### src/rtl/core/weighted_pixel_stack_integrator_assert.svh
// ----------------------------------------------------------------------------
// Assertion macros for the weighted pixel stack integrator.
// The macros check on the rising edge of clk and are disabled during rst.
// ----------------------------------------------------------------------------
`ifndef WEIGHTED_PIXEL_STACK_INTEGRATOR_ASSERT_SVH
`define WEIGHTED_PIXEL_STACK_INTEGRATOR_ASSERT_SVH

// Condition in the same cycle implies the consequence in that cycle.
`define WPSI_ASSERT_SAME(label, cond, conseq, msg) \
  label: assert property (@(posedge clk) disable iff (rst) (cond) |-> (conseq)) \
    else $error(msg);

// Condition in one cycle implies the consequence in the following cycle.
`define WPSI_ASSERT_NEXT(label, cond, conseq, msg) \
  label: assert property (@(posedge clk) disable iff (rst) (cond) |=> (conseq)) \
    else $error(msg);

`endif

### src/rtl/core/wpsi_pkg.sv
// ----------------------------------------------------------------------------
// wpsi_pkg
// Shared types and constants of the weighted pixel stack integrator.
// ----------------------------------------------------------------------------
package wpsi_pkg;

  // Fixed field widths.
  localparam int VALUE_W       = 32;
  localparam int WEIGHT_W      = 16;
  localparam int SUPPORT_OUT_W = 31;
  localparam int STATUS_W      = 3;
  localparam int COUNT_OUT_W   = 9;
  localparam int PADDR_W       = 4;

  // Result status codes.
  localparam logic [STATUS_W-1:0] ST_OK          = 3'd0;
  localparam logic [STATUS_W-1:0] ST_NO_CAND     = 3'd1;
  localparam logic [STATUS_W-1:0] ST_INVALID     = 3'd2;
  localparam logic [STATUS_W-1:0] ST_ALL_REJECT  = 3'd3;
  localparam logic [STATUS_W-1:0] ST_ZERO_WEIGHT = 3'd4;

  // Register indexes (byte address divided by four).
  localparam logic [1:0] REG_USE_WEIGHTS  = 2'd0;
  localparam logic [1:0] REG_USE_SUPPORT  = 2'd1;
  localparam logic [1:0] REG_USE_ACCEPTED = 2'd2;

  // Unit constants in fixed point.
  localparam logic [SUPPORT_OUT_W-1:0] ONE_Q16 = 31'd65536;
  localparam logic [WEIGHT_W-2:0]      ONE_Q8  = 15'd256;

  // Controller states.
  typedef enum logic [1:0] {
    S_ACCUM,
    S_DECIDE,
    S_DIV,
    S_RESP
  } state_t;

  // Commands from the controller to the datapath.
  typedef struct packed {
    logic accum_en;
    logic clear;
    logic div_start;
    logic div_step;
  } dp_cmd_t;

  // Status from the datapath to the controller.
  typedef struct packed {
    logic div_needed;
    logic div_done;
  } dp_stat_t;

endpackage

### src/rtl/core/wpsi_if.sv
// ----------------------------------------------------------------------------
// wpsi_in_if / wpsi_out_if
// Valid/ready channels carrying candidate samples and stack results.
// ----------------------------------------------------------------------------
interface wpsi_in_if;
  logic        valid;
  logic        ready;
  logic [31:0] value;
  logic        value_finite;
  logic [15:0] weight;
  logic        weight_finite;
  logic [31:0] support;
  logic        support_finite;
  logic        accepted;
  logic        last;
  logic        stack_empty;

  modport source (
    output valid, value, value_finite, weight, weight_finite, support,
           support_finite, accepted, last, stack_empty,
    input  ready
  );
  modport sink (
    input  valid, value, value_finite, weight, weight_finite, support,
           support_finite, accepted, last, stack_empty,
    output ready
  );
endinterface

interface wpsi_out_if;
  logic        valid;
  logic        ready;
  logic [31:0] signal;
  logic [30:0] support_out;
  logic [2:0]  status;
  logic [8:0]  candidate_count;
  logic [8:0]  accepted_count;
  logic [8:0]  finite_count;
  logic [8:0]  positive_weight_count;
  logic [8:0]  used_count;

  modport source (
    output valid, signal, support_out, status, candidate_count, accepted_count,
           finite_count, positive_weight_count, used_count,
    input  ready
  );
  modport sink (
    input  valid, signal, support_out, status, candidate_count, accepted_count,
           finite_count, positive_weight_count, used_count,
    output ready
  );
endinterface

### src/rtl/core/wpsi_ctrl.sv
// ----------------------------------------------------------------------------
// wpsi_ctrl
// Controller: sequences accumulation, the closing decision, the divide and
// the hand-over of the result.
// ----------------------------------------------------------------------------
module wpsi_ctrl
  import wpsi_pkg::*;
(
  input  logic     clk,
  input  logic     rst,
  input  logic     in_valid,
  input  logic     in_close,
  input  logic     out_ready,
  input  dp_stat_t stat,
  output logic     in_ready,
  output logic     out_valid,
  output dp_cmd_t  cmd
);

  state_t state, state_next;

  // State register.
  always_ff @(posedge clk) begin
    if (rst) begin
      state <= S_ACCUM;
    end else begin
      state <= state_next;
    end
  end

  // Next state.
  always_comb begin
    state_next = state;
    unique case (state)
      S_ACCUM: begin
        if (in_valid && in_close) state_next = S_DECIDE;
      end
      S_DECIDE: begin
        state_next = stat.div_needed ? S_DIV : S_RESP;
      end
      S_DIV: begin
        if (stat.div_done) state_next = S_RESP;
      end
      S_RESP: begin
        if (out_ready) state_next = S_ACCUM;
      end
      default: state_next = S_ACCUM;
    endcase
  end

  // Outputs.
  always_comb begin
    in_ready      = 1'b0;
    out_valid     = 1'b0;
    cmd           = '0;
    unique case (state)
      S_ACCUM: begin
        in_ready     = 1'b1;
        cmd.accum_en = in_valid;
      end
      S_DECIDE: begin
        cmd.div_start = stat.div_needed;
      end
      S_DIV: begin
        cmd.div_step = !stat.div_done;
      end
      S_RESP: begin
        out_valid = 1'b1;
        cmd.clear = out_ready;
      end
      default: begin
        in_ready = 1'b0;
      end
    endcase
  end

endmodule

### src/rtl/core/wpsi_datapath.sv
// ----------------------------------------------------------------------------
// wpsi_datapath
// Stack accumulators, counters, status decision and a restoring divider
// that forms the truncated weighted mean.
// ----------------------------------------------------------------------------
module wpsi_datapath
  import wpsi_pkg::*;
#(
  parameter int MAX_STACK = 256
) (
  input  logic                      clk,
  input  logic                      rst,
  input  dp_cmd_t                   cmd,
  input  logic                      use_weights,
  input  logic                      use_support,
  input  logic                      use_accepted,
  input  logic [VALUE_W-1:0]        value,
  input  logic                      value_finite,
  input  logic [WEIGHT_W-1:0]       weight,
  input  logic                      weight_finite,
  input  logic [VALUE_W-1:0]        support,
  input  logic                      support_finite,
  input  logic                      accepted,
  input  logic                      stack_empty,
  output dp_stat_t                  stat,
  output logic [VALUE_W-1:0]        signal,
  output logic [SUPPORT_OUT_W-1:0]  support_out,
  output logic [STATUS_W-1:0]       status,
  output logic [COUNT_OUT_W-1:0]    candidate_count,
  output logic [COUNT_OUT_W-1:0]    accepted_count,
  output logic [COUNT_OUT_W-1:0]    finite_count,
  output logic [COUNT_OUT_W-1:0]    positive_weight_count
);

  localparam int CW  = $clog2(MAX_STACK + 1);
  localparam int PW  = VALUE_W + WEIGHT_W;
  localparam int SW  = PW + CW;
  localparam int WW  = WEIGHT_W - 1 + CW;
  localparam int DCW = $clog2(SW + 1);
  localparam logic [CW-1:0] MAX_CNT = CW'(MAX_STACK);

  logic signed [SW-1:0]      wv_sum;
  logic [WW-1:0]             w_sum;
  logic signed [VALUE_W-1:0] support_max;
  logic [CW-1:0]             cand_cnt, acc_cnt, fin_cnt, pos_cnt;
  logic                      invalid;

  // Candidate classification.
  logic                      take, acc_eff, bad_vs, bad_w, zero_w, pos;
  logic [WEIGHT_W-2:0]       w_eff;
  logic signed [PW-1:0]      product;

  always_comb begin
    take    = !stack_empty && (cand_cnt < MAX_CNT);
    acc_eff = take && (use_accepted ? accepted : 1'b1);
    bad_vs  = !value_finite ||
              (use_support && (!support_finite || ($signed(support) <= 0)));
    bad_w   = use_weights && (!weight_finite || weight[WEIGHT_W-1]);
    zero_w  = use_weights && (weight == '0);
    pos     = acc_eff && !bad_vs && !bad_w && !zero_w;
    w_eff   = use_weights ? weight[WEIGHT_W-2:0] : ONE_Q8;
    product = $signed({1'b0, w_eff}) * $signed(value);
  end

  // Accumulators and counters.
  always_ff @(posedge clk) begin
    if (rst || cmd.clear) begin
      wv_sum      <= '0;
      w_sum       <= '0;
      support_max <= '0;
      cand_cnt    <= '0;
      acc_cnt     <= '0;
      fin_cnt     <= '0;
      pos_cnt     <= '0;
      invalid     <= 1'b0;
    end else if (cmd.accum_en) begin
      if (take) cand_cnt <= cand_cnt + 1'b1;
      if (acc_eff) acc_cnt <= acc_cnt + 1'b1;
      if (acc_eff && !bad_vs) fin_cnt <= fin_cnt + 1'b1;
      if (acc_eff && (bad_vs || bad_w)) invalid <= 1'b1;
      if (pos) begin
        pos_cnt <= pos_cnt + 1'b1;
        wv_sum  <= wv_sum + {{CW{product[PW-1]}}, product};
        w_sum   <= w_sum + {{CW{1'b0}}, w_eff};
        if (use_support && ($signed(support) > support_max)) begin
          support_max <= $signed(support);
        end
      end
    end
  end

  // Status of the closed stack.
  always_comb begin
    priority if (cand_cnt == '0) status = ST_NO_CAND;
    else if (invalid)            status = ST_INVALID;
    else if (pos_cnt == '0)      status = (acc_cnt == '0) ? ST_ALL_REJECT : ST_ZERO_WEIGHT;
    else                         status = ST_OK;
  end

  // Restoring divider on the magnitude, one quotient bit a cycle.
  logic [SW-1:0]  dq;
  logic [WW-1:0]  rem;
  logic [DCW-1:0] dcnt;
  logic           neg;
  logic [WW:0]    rem_sh, rem_sub;
  logic           qbit;

  always_comb begin
    rem_sh  = {rem, dq[SW-1]};
    rem_sub = rem_sh - {1'b0, w_sum};
    qbit    = (rem_sh >= {1'b0, w_sum});
  end

  always_ff @(posedge clk) begin
    if (rst) begin
      dcnt <= '0;
    end else if (cmd.div_start) begin
      dcnt <= DCW'(SW);
    end else if (cmd.div_step) begin
      dcnt <= dcnt - 1'b1;
    end
  end

  always_ff @(posedge clk) begin
    if (cmd.div_start) begin
      neg <= wv_sum[SW-1];
      dq  <= wv_sum[SW-1] ? -wv_sum : wv_sum;
      rem <= '0;
    end else if (cmd.div_step) begin
      dq  <= {dq[SW-2:0], qbit};
      rem <= qbit ? rem_sub[WW-1:0] : rem_sh[WW-1:0];
    end
  end

  assign stat.div_needed = (status == ST_OK);
  assign stat.div_done   = (dcnt == '0);

  // Result fields; the mean always fits the value range.
  always_comb begin
    signal      = '0;
    support_out = '0;
    if (status == ST_OK) begin
      signal      = neg ? -dq[VALUE_W-1:0] : dq[VALUE_W-1:0];
      support_out = use_support ? support_max[SUPPORT_OUT_W-1:0] : ONE_Q16;
    end
  end

  // Counters reported modulo the output width.
  logic [CW+COUNT_OUT_W-1:0] cand_x, acc_x, fin_x, pos_x;

  always_comb begin
    cand_x                = {{COUNT_OUT_W{1'b0}}, cand_cnt};
    acc_x                 = {{COUNT_OUT_W{1'b0}}, acc_cnt};
    fin_x                 = {{COUNT_OUT_W{1'b0}}, fin_cnt};
    pos_x                 = {{COUNT_OUT_W{1'b0}}, pos_cnt};
    candidate_count       = cand_x[COUNT_OUT_W-1:0];
    accepted_count        = acc_x[COUNT_OUT_W-1:0];
    finite_count          = fin_x[COUNT_OUT_W-1:0];
    positive_weight_count = pos_x[COUNT_OUT_W-1:0];
  end

endmodule

### src/rtl/core/weighted_pixel_stack_integrator.sv
// ----------------------------------------------------------------------------
// weighted_pixel_stack_integrator
// Weighted mean of one pixel stack per result, in fixed point.
// ----------------------------------------------------------------------------
// Candidates of a pixel stack enter on in_ch, one per transaction, and the
// stack closes on a transaction with last or stack_empty set. One result per
// stack leaves on out_ch: mean, maximum support, status and five counts.
// Three single-bit registers on the APB port select weights, support and the
// accepted flag; write them only while the block is idle.
// A stack streams in at one candidate per clock. A closing transaction passes
// through a decision state and, when the status is ok, a divide in the
// restoring divider, one quotient bit per cycle, plus a final check that the
// count has run out; the result is then offered. in_ch.ready stays low from
// the closing transaction until the result transaction completes, so a
// stalled receiver holds the result steady and stops the input.
// Synchronous reset clears the registers, the accumulators and the controller;
// no result is pending after reset.
// ----------------------------------------------------------------------------
module weighted_pixel_stack_integrator
  import wpsi_pkg::*;
#(
  parameter int MAX_STACK = 256
) (
  input  logic               clk,
  input  logic               rst,
  wpsi_in_if.sink            in_ch,
  wpsi_out_if.source         out_ch,
  input  logic               psel,
  input  logic               penable,
  input  logic               pwrite,
  input  logic [PADDR_W-1:0] paddr,
  input  logic [31:0]        pwdata,
  output logic [31:0]        prdata,
  output logic               pready
);

  logic     use_weights, use_support, use_accepted;
  logic     reg_wr;
  logic [1:0] reg_idx;
  dp_cmd_t  cmd;
  dp_stat_t stat;

  // Configuration registers.
  assign pready  = 1'b1;
  assign reg_wr  = psel && penable && pwrite;
  assign reg_idx = paddr[PADDR_W-1:2];

  always_ff @(posedge clk) begin
    if (rst) begin
      use_weights  <= 1'b0;
      use_support  <= 1'b0;
      use_accepted <= 1'b0;
    end else if (reg_wr) begin
      unique case (reg_idx)
        REG_USE_WEIGHTS:  use_weights  <= pwdata[0];
        REG_USE_SUPPORT:  use_support  <= pwdata[0];
        REG_USE_ACCEPTED: use_accepted <= pwdata[0];
        default: ;
      endcase
    end
  end

  always_comb begin
    unique case (reg_idx)
      REG_USE_WEIGHTS:  prdata = {31'b0, use_weights};
      REG_USE_SUPPORT:  prdata = {31'b0, use_support};
      REG_USE_ACCEPTED: prdata = {31'b0, use_accepted};
      default:          prdata = '0;
    endcase
  end

  // Controller.
  wpsi_ctrl u_ctrl (
    .clk       (clk),
    .rst       (rst),
    .in_valid  (in_ch.valid),
    .in_close  (in_ch.last || in_ch.stack_empty),
    .out_ready (out_ch.ready),
    .stat      (stat),
    .in_ready  (in_ch.ready),
    .out_valid (out_ch.valid),
    .cmd       (cmd)
  );

  // Datapath.
  wpsi_datapath #(
    .MAX_STACK (MAX_STACK)
  ) u_datapath (
    .clk                   (clk),
    .rst                   (rst),
    .cmd                   (cmd),
    .use_weights           (use_weights),
    .use_support           (use_support),
    .use_accepted          (use_accepted),
    .value                 (in_ch.value),
    .value_finite          (in_ch.value_finite),
    .weight                (in_ch.weight),
    .weight_finite         (in_ch.weight_finite),
    .support               (in_ch.support),
    .support_finite        (in_ch.support_finite),
    .accepted              (in_ch.accepted),
    .stack_empty           (in_ch.stack_empty),
    .stat                  (stat),
    .signal                (out_ch.signal),
    .support_out           (out_ch.support_out),
    .status                (out_ch.status),
    .candidate_count       (out_ch.candidate_count),
    .accepted_count        (out_ch.accepted_count),
    .finite_count          (out_ch.finite_count),
    .positive_weight_count (out_ch.positive_weight_count)
  );

  assign out_ch.used_count = out_ch.positive_weight_count;

  // Assertions.
  `include "weighted_pixel_stack_integrator_assert.svh"

  `WPSI_ASSERT_SAME(a_no_input_while_result, out_ch.valid, !in_ch.ready, "input open while a result waits")
  `WPSI_ASSERT_SAME(a_ok_has_used, out_ch.valid && (out_ch.status == ST_OK), out_ch.used_count != '0 || out_ch.candidate_count == '0, "ok result with no used sample")
  `WPSI_ASSERT_SAME(a_fail_zero_payload, out_ch.valid && (out_ch.status != ST_OK), (out_ch.signal == '0) && (out_ch.support_out == '0), "failed stack with non-zero mean or support")
  `WPSI_ASSERT_NEXT(a_one_result, out_ch.valid && out_ch.ready, !out_ch.valid, "result repeated after its transaction")

endmodule
### src/flat_wrapper.sv
// flat-port wrapper written by rule: the top's interface ports become plain ports
module weighted_pixel_stack_integrator_flat import wpsi_pkg::*;
#(
  parameter int MAX_STACK = 256
)
  (clk, rst, psel, penable, pwrite, paddr, pwdata, prdata, pready, in_ch_valid, in_ch_value, in_ch_value_finite, in_ch_weight, in_ch_weight_finite, in_ch_support, in_ch_support_finite, in_ch_accepted, in_ch_last, in_ch_stack_empty, in_ch_ready, out_ch_valid, out_ch_signal, out_ch_support_out, out_ch_status, out_ch_candidate_count, out_ch_accepted_count, out_ch_finite_count, out_ch_positive_weight_count, out_ch_used_count, out_ch_ready);
  wpsi_in_if in_ch_i ();
  wpsi_out_if out_ch_i ();
  input  logic clk;
  input  logic rst;
  input  logic psel;
  input  logic penable;
  input  logic pwrite;
  input  logic [PADDR_W-1:0] paddr;
  input  logic [31:0] pwdata;
  output logic [31:0] prdata;
  output logic pready;
  input wire logic [$bits(in_ch_i.valid)-1:0] in_ch_valid;
  input wire logic [$bits(in_ch_i.value)-1:0] in_ch_value;
  input wire logic [$bits(in_ch_i.value_finite)-1:0] in_ch_value_finite;
  input wire logic [$bits(in_ch_i.weight)-1:0] in_ch_weight;
  input wire logic [$bits(in_ch_i.weight_finite)-1:0] in_ch_weight_finite;
  input wire logic [$bits(in_ch_i.support)-1:0] in_ch_support;
  input wire logic [$bits(in_ch_i.support_finite)-1:0] in_ch_support_finite;
  input wire logic [$bits(in_ch_i.accepted)-1:0] in_ch_accepted;
  input wire logic [$bits(in_ch_i.last)-1:0] in_ch_last;
  input wire logic [$bits(in_ch_i.stack_empty)-1:0] in_ch_stack_empty;
  output wire logic [$bits(in_ch_i.ready)-1:0] in_ch_ready;
  output wire logic [$bits(out_ch_i.valid)-1:0] out_ch_valid;
  output wire logic [$bits(out_ch_i.signal)-1:0] out_ch_signal;
  output wire logic [$bits(out_ch_i.support_out)-1:0] out_ch_support_out;
  output wire logic [$bits(out_ch_i.status)-1:0] out_ch_status;
  output wire logic [$bits(out_ch_i.candidate_count)-1:0] out_ch_candidate_count;
  output wire logic [$bits(out_ch_i.accepted_count)-1:0] out_ch_accepted_count;
  output wire logic [$bits(out_ch_i.finite_count)-1:0] out_ch_finite_count;
  output wire logic [$bits(out_ch_i.positive_weight_count)-1:0] out_ch_positive_weight_count;
  output wire logic [$bits(out_ch_i.used_count)-1:0] out_ch_used_count;
  input wire logic [$bits(out_ch_i.ready)-1:0] out_ch_ready;
  assign in_ch_i.valid = in_ch_valid;
  assign in_ch_i.value = in_ch_value;
  assign in_ch_i.value_finite = in_ch_value_finite;
  assign in_ch_i.weight = in_ch_weight;
  assign in_ch_i.weight_finite = in_ch_weight_finite;
  assign in_ch_i.support = in_ch_support;
  assign in_ch_i.support_finite = in_ch_support_finite;
  assign in_ch_i.accepted = in_ch_accepted;
  assign in_ch_i.last = in_ch_last;
  assign in_ch_i.stack_empty = in_ch_stack_empty;
  assign in_ch_ready = in_ch_i.ready;
  assign out_ch_valid = out_ch_i.valid;
  assign out_ch_signal = out_ch_i.signal;
  assign out_ch_support_out = out_ch_i.support_out;
  assign out_ch_status = out_ch_i.status;
  assign out_ch_candidate_count = out_ch_i.candidate_count;
  assign out_ch_accepted_count = out_ch_i.accepted_count;
  assign out_ch_finite_count = out_ch_i.finite_count;
  assign out_ch_positive_weight_count = out_ch_i.positive_weight_count;
  assign out_ch_used_count = out_ch_i.used_count;
  assign out_ch_i.ready = out_ch_ready;
  weighted_pixel_stack_integrator #(.MAX_STACK(MAX_STACK)) u_core (.clk(clk), .rst(rst), .in_ch(in_ch_i), .out_ch(out_ch_i), .psel(psel), .penable(penable), .pwrite(pwrite), .paddr(paddr), .pwdata(pwdata), .prdata(prdata), .pready(pready));
endmodule
### config.mk
export PLATFORM = sky130hd
export DESIGN_NAME = weighted_pixel_stack_integrator_flat
export DESIGN_NICKNAME = d
export VERILOG_FILES = /design/src/rtl/core/wpsi_pkg.sv /design/src/rtl/core/wpsi_if.sv /design/src/rtl/core/wpsi_ctrl.sv /design/src/rtl/core/wpsi_datapath.sv /design/src/rtl/core/weighted_pixel_stack_integrator.sv /design/src/flat_wrapper.sv
export VERILOG_INCLUDE_DIRS = /design/src /design/src/rtl/core
export SDC_FILE = /design/constraint.sdc
export NUM_CORES = 2
export LEC_CHECK = 0
export ABC_AREA = 1
export BUFFER_PORTS_ARGS = -buffer_cell sky130_fd_sc_hd__buf_2
export CORE_UTILIZATION = 29
export CTS_CLUSTER_SIZE = 12
export DETAILED_ROUTE_END_ITERATION = 6
export PLACE_DENSITY = 0.4
export SYNTH_ARGS = -nofsm -noshare
export SYNTH_HDL_FRONTEND = slang
export SYNTH_HIERARCHICAL = 1
export SYNTH_SLANG_ARGS = --single-unit
### constraint.sdc
create_clock -name clk -period 8.63 [get_ports clk]
set_input_delay 0.4315 -clock clk [delete_from_list [all_inputs] [get_ports clk]]
set_output_delay 0.4315 -clock clk [all_outputs]
set_load 0.005 [all_outputs]
==> metrics.md <==
| Metric | Value |
|---|---|
| Drt pass-1 iters | 7 |
| Area Overhead vs Synth | 15.8% |
| Register area share after synthesis | 0.144 |
| Hold Buf Count CTS | 0 |
| CP required | roughly 9.1 ns |
| Routed WL per cell | ~18 µm |
| Via count | 34800 |
| Core area | 129000 µm² |
| Measured slew at the worst slew-check pin | 1.20 ns |
| Fill count | around 14000 |
| Leak | around 21 nW |
| Row count | between 100 and 150 |
| Final nets | between 6000 and 7000 |
| Met2 usage | 0.364 |
| Slowest stage cell, crit path | fa_1 |
| Register bit total from synthesis | between 200 and 250 |
| Max-Cap Viols | 0 |
| Largest stage delay on the critical path | roughly 0.54 ns |
| Max-slew violations | 0 |
| Iteration-0 DRC Markers | between 1500 and 2000 |
| GR Layer Usage met1 | 0.282 |
| Multi-input logic area | approximately 28000 µm² |
| Clk buf depth | 3 |
| Die X | between 300 and 400 µm |
| Starting Density | 0.292 |
| Clock Latency Late Sink | 0.62 ns |
| Busiest grt layer | met2 |
| Fraction of layout cells with a size suffix above 1 | 0.115 |
| Non-Filler Instances | about 7500 |
| IO Port Bufs | approximately 210 |
| Clock Sinks | ~240 |
| Met3 Use GR | 0.00983 |
| Synth warn | 6 |
| Minimum clock period | 8.20 ns |
| Initial antenna violation count | 0 |
| Hold/Removal Path Class | input port to flop |
| Ports | 275 |
| Syn Inst Count | roughly 5400 |
| Residual DRC count | 0 |
| Drt total wl | around 140 mm |
| Pwr Total | around 6.4 mW |
| Top_reg_cell synth | dfxtp_1 |
| Async S/R FF share, synth | 0 |
| Mapped Area | 37800 µm² |
| Commonest non-fill, non-tap cell in the layout | nand2_1 |
| Tcrit/Tclk final | 0.951 |
| Setup Skew | between 0.015 and 0.02 ns |
| RSZ-0062 raised after global routing | yes |
| Number of flops mapped to enable cells by yosys | 58 |
| Grt ovf | 0 |
| Worst VDD drop | 0.000172 V |
| Placed cells | 7463 |
| Dpl hpwl | roughly 110 mm |
| DR vias/cell | about 4.6 |
| GRT Overall Usage | 0.208 |
| Final setup viols | 0 |
| PD cells | 147 nW/µm² |
| CP Data Arrival Time | ~8.7 ns |
| Detail Route Antenna Nets | 0 |
| Crit path buffers/inverters | 13 |
| Register area | 5450 µm² |
| CP Class | flop to flop |
| Hold slack | around 0.18 ns |
| Cts bufs inserted | 31 |
| First-pass GRT wire length | ~210 mm |
| Slew headroom | 0.196 |
| Status | finished clean |
| Final hold viol count | 0 |
| N_diodes | 0 |
| Root buffer cell | clkbuf_16 |
| Clock transition at path regs | ~0.060 ns |
| Fmax | approximately 120 MHz |
| Vias in the first global route | about 36000 |
| Distinct cells, synth | slightly below 60 |
| Synthesized area per cell | between 7 and 8 µm² |
| CP delay by family, top | adder cells |
| Kind of end point of the critical path | flop |
| GP Congestion | ~0.93 |
| Crit path launch type | flop |
| Die ar. | around 130000 µm² |
| Htree depth | 1 |
| Largest net degree at the start of global routing | 67 |
| Final Util | 0.338 |
| CTS tree | built |
| Most frequent cells in the layout | nand2_1 (1114), inv_1 (994), nor2_1 (667) |
| Critical-path maximum fanout | 15 |
| Die Y | 363 µm |
area by class of cell:
cell class                 instances  area share
clock buffer                      44      0.0191
timing repair buffer             510      0.0810
clock inverter                    14     0.00257
multi-input combinational       3953       0.636
sequential                       243       0.124
tap                             1742      0.0498
inverter                        1017      0.0872
path summary, 6_finish.rpt:
kind	start	endpoint	slack, ns	depth (start not counted)
hold reg to reg	u_core/u_datapath/support_max[31]	u_core/u_datapath/support_max[31]	0.45	2
setup / recovery	u_core/use_weights	u_core/u_datapath/wv_sum[30]	0.43	36
hold / removal	in_ch_support[21]	u_core/u_datapath/support_max[21]	0.18	5
setup reg to reg	u_core/use_weights	u_core/u_datapath/wv_sum[30]	0.43	36
per-layer routing:
metal	up-vias	wire length, µm
met4	0	3200
li1	17500	-
met5	-	0
met2	511	65400
met1	16700	65100
met3	115	3080
where the power goes:
part           internal, mW  switching (mW)
Sequential             1.34           0.167
Clock                 0.703           0.570
Combinational          1.32            2.33
flip-flops by register name, summed over array words and instances, names as in the netlist, 9 cells and up:
name,cells
u_core/u_datapath/dq,57
u_core/u_datapath/wv_sum,57
u_core/u_datapath/support_max,32
u_core/u_datapath/rem,24
u_core/u_datapath/w_sum,24
u_core/u_datapath/accepted_count,9
u_core/u_datapath/candidate_count,9
u_core/u_datapath/finite_count,9
u_core/u_datapath/positive_weight_count,9
timing repair:
item / 4_1_cts / 5_1_grt
endpoints found under the setup margin: 1 / 30
resized for setup: 1 / 41
buffers inserted: 0 / 1
pin swaps: 0 / 1
cloned: 0 / 1
kinds of logic after synthesis:
logic type                 count (synthesis)  share of synthesized area
and+or+nand+nor                         2270                      0.250
buffers and inverters                   1217                      0.127
AOI/OAI and AO/OA                        756                      0.111
adders and majority gates                716                      0.328
DFF                                      243                      0.144
xor gates and xnor gates                 179                     0.0414
other                                      2                   0.000199
per-stage QoR:
stage / TNS, ns / cell area (µm²) / worst slack, ns
floorplan: 0 / 37900 / 1.23
global placement: -0.0347 / 42700 / -0.0347
detailed placement: -0.00602 / 42700 / -0.00602
CTS: 0 / 43600 / 0.00230
global route: -0.125 / 43800 / -0.0418
finish: 0 / 43800 / 0.427
synth_stat cells, types with 11 or more instances:
master | instances | area share
o21ai_1 | 18 | 0.0024
xnor2_1 | 70 | 0.016
nor2_1 | 680 | 0.067
xor2_1 | 109 | 0.025
buf_1 | 16 | 0.0016
o21ai_0 | 238 | 0.031
a21oi_1 | 353 | 0.047
inv_1 | 997 | 0.099
nor3_1 | 103 | 0.014
o21bai_1 | 30 | 0.0060
buf_4 | 49 | 0.0097
nand3b_1 | 14 | 0.0028
nand2_1 | 1118 | 0.11
clkbuf_1 | 112 | 0.011
o211ai_1 | 17 | 0.0034
buf_2 | 21 | 0.0028
dfxtp_1 | 185 | 0.098
a21o_1 | 15 | 0.0030
nor4_1 | 39 | 0.0064
ha_1 | 259 | 0.086
fa_1 | 457 | 0.24
nand4_1 | 67 | 0.011
edfxtp_1 | 58 | 0.046
nand2_2 | 11 | 0.0018
a31oi_1 | 38 | 0.0063
nand3_1 | 193 | 0.026
worst reg2reg max path, delay by kind of cell (launching register included):
kind,cells,cell delay (ns)
flops,1,0.39
compound gates,5,0.89
simple gates,8,1.12
xor+xnor,2,0.42
fa+ha+maj,8,3.77
buf+inv,13,1.46
Note: power is estimated with default switching activity, not from simulation.
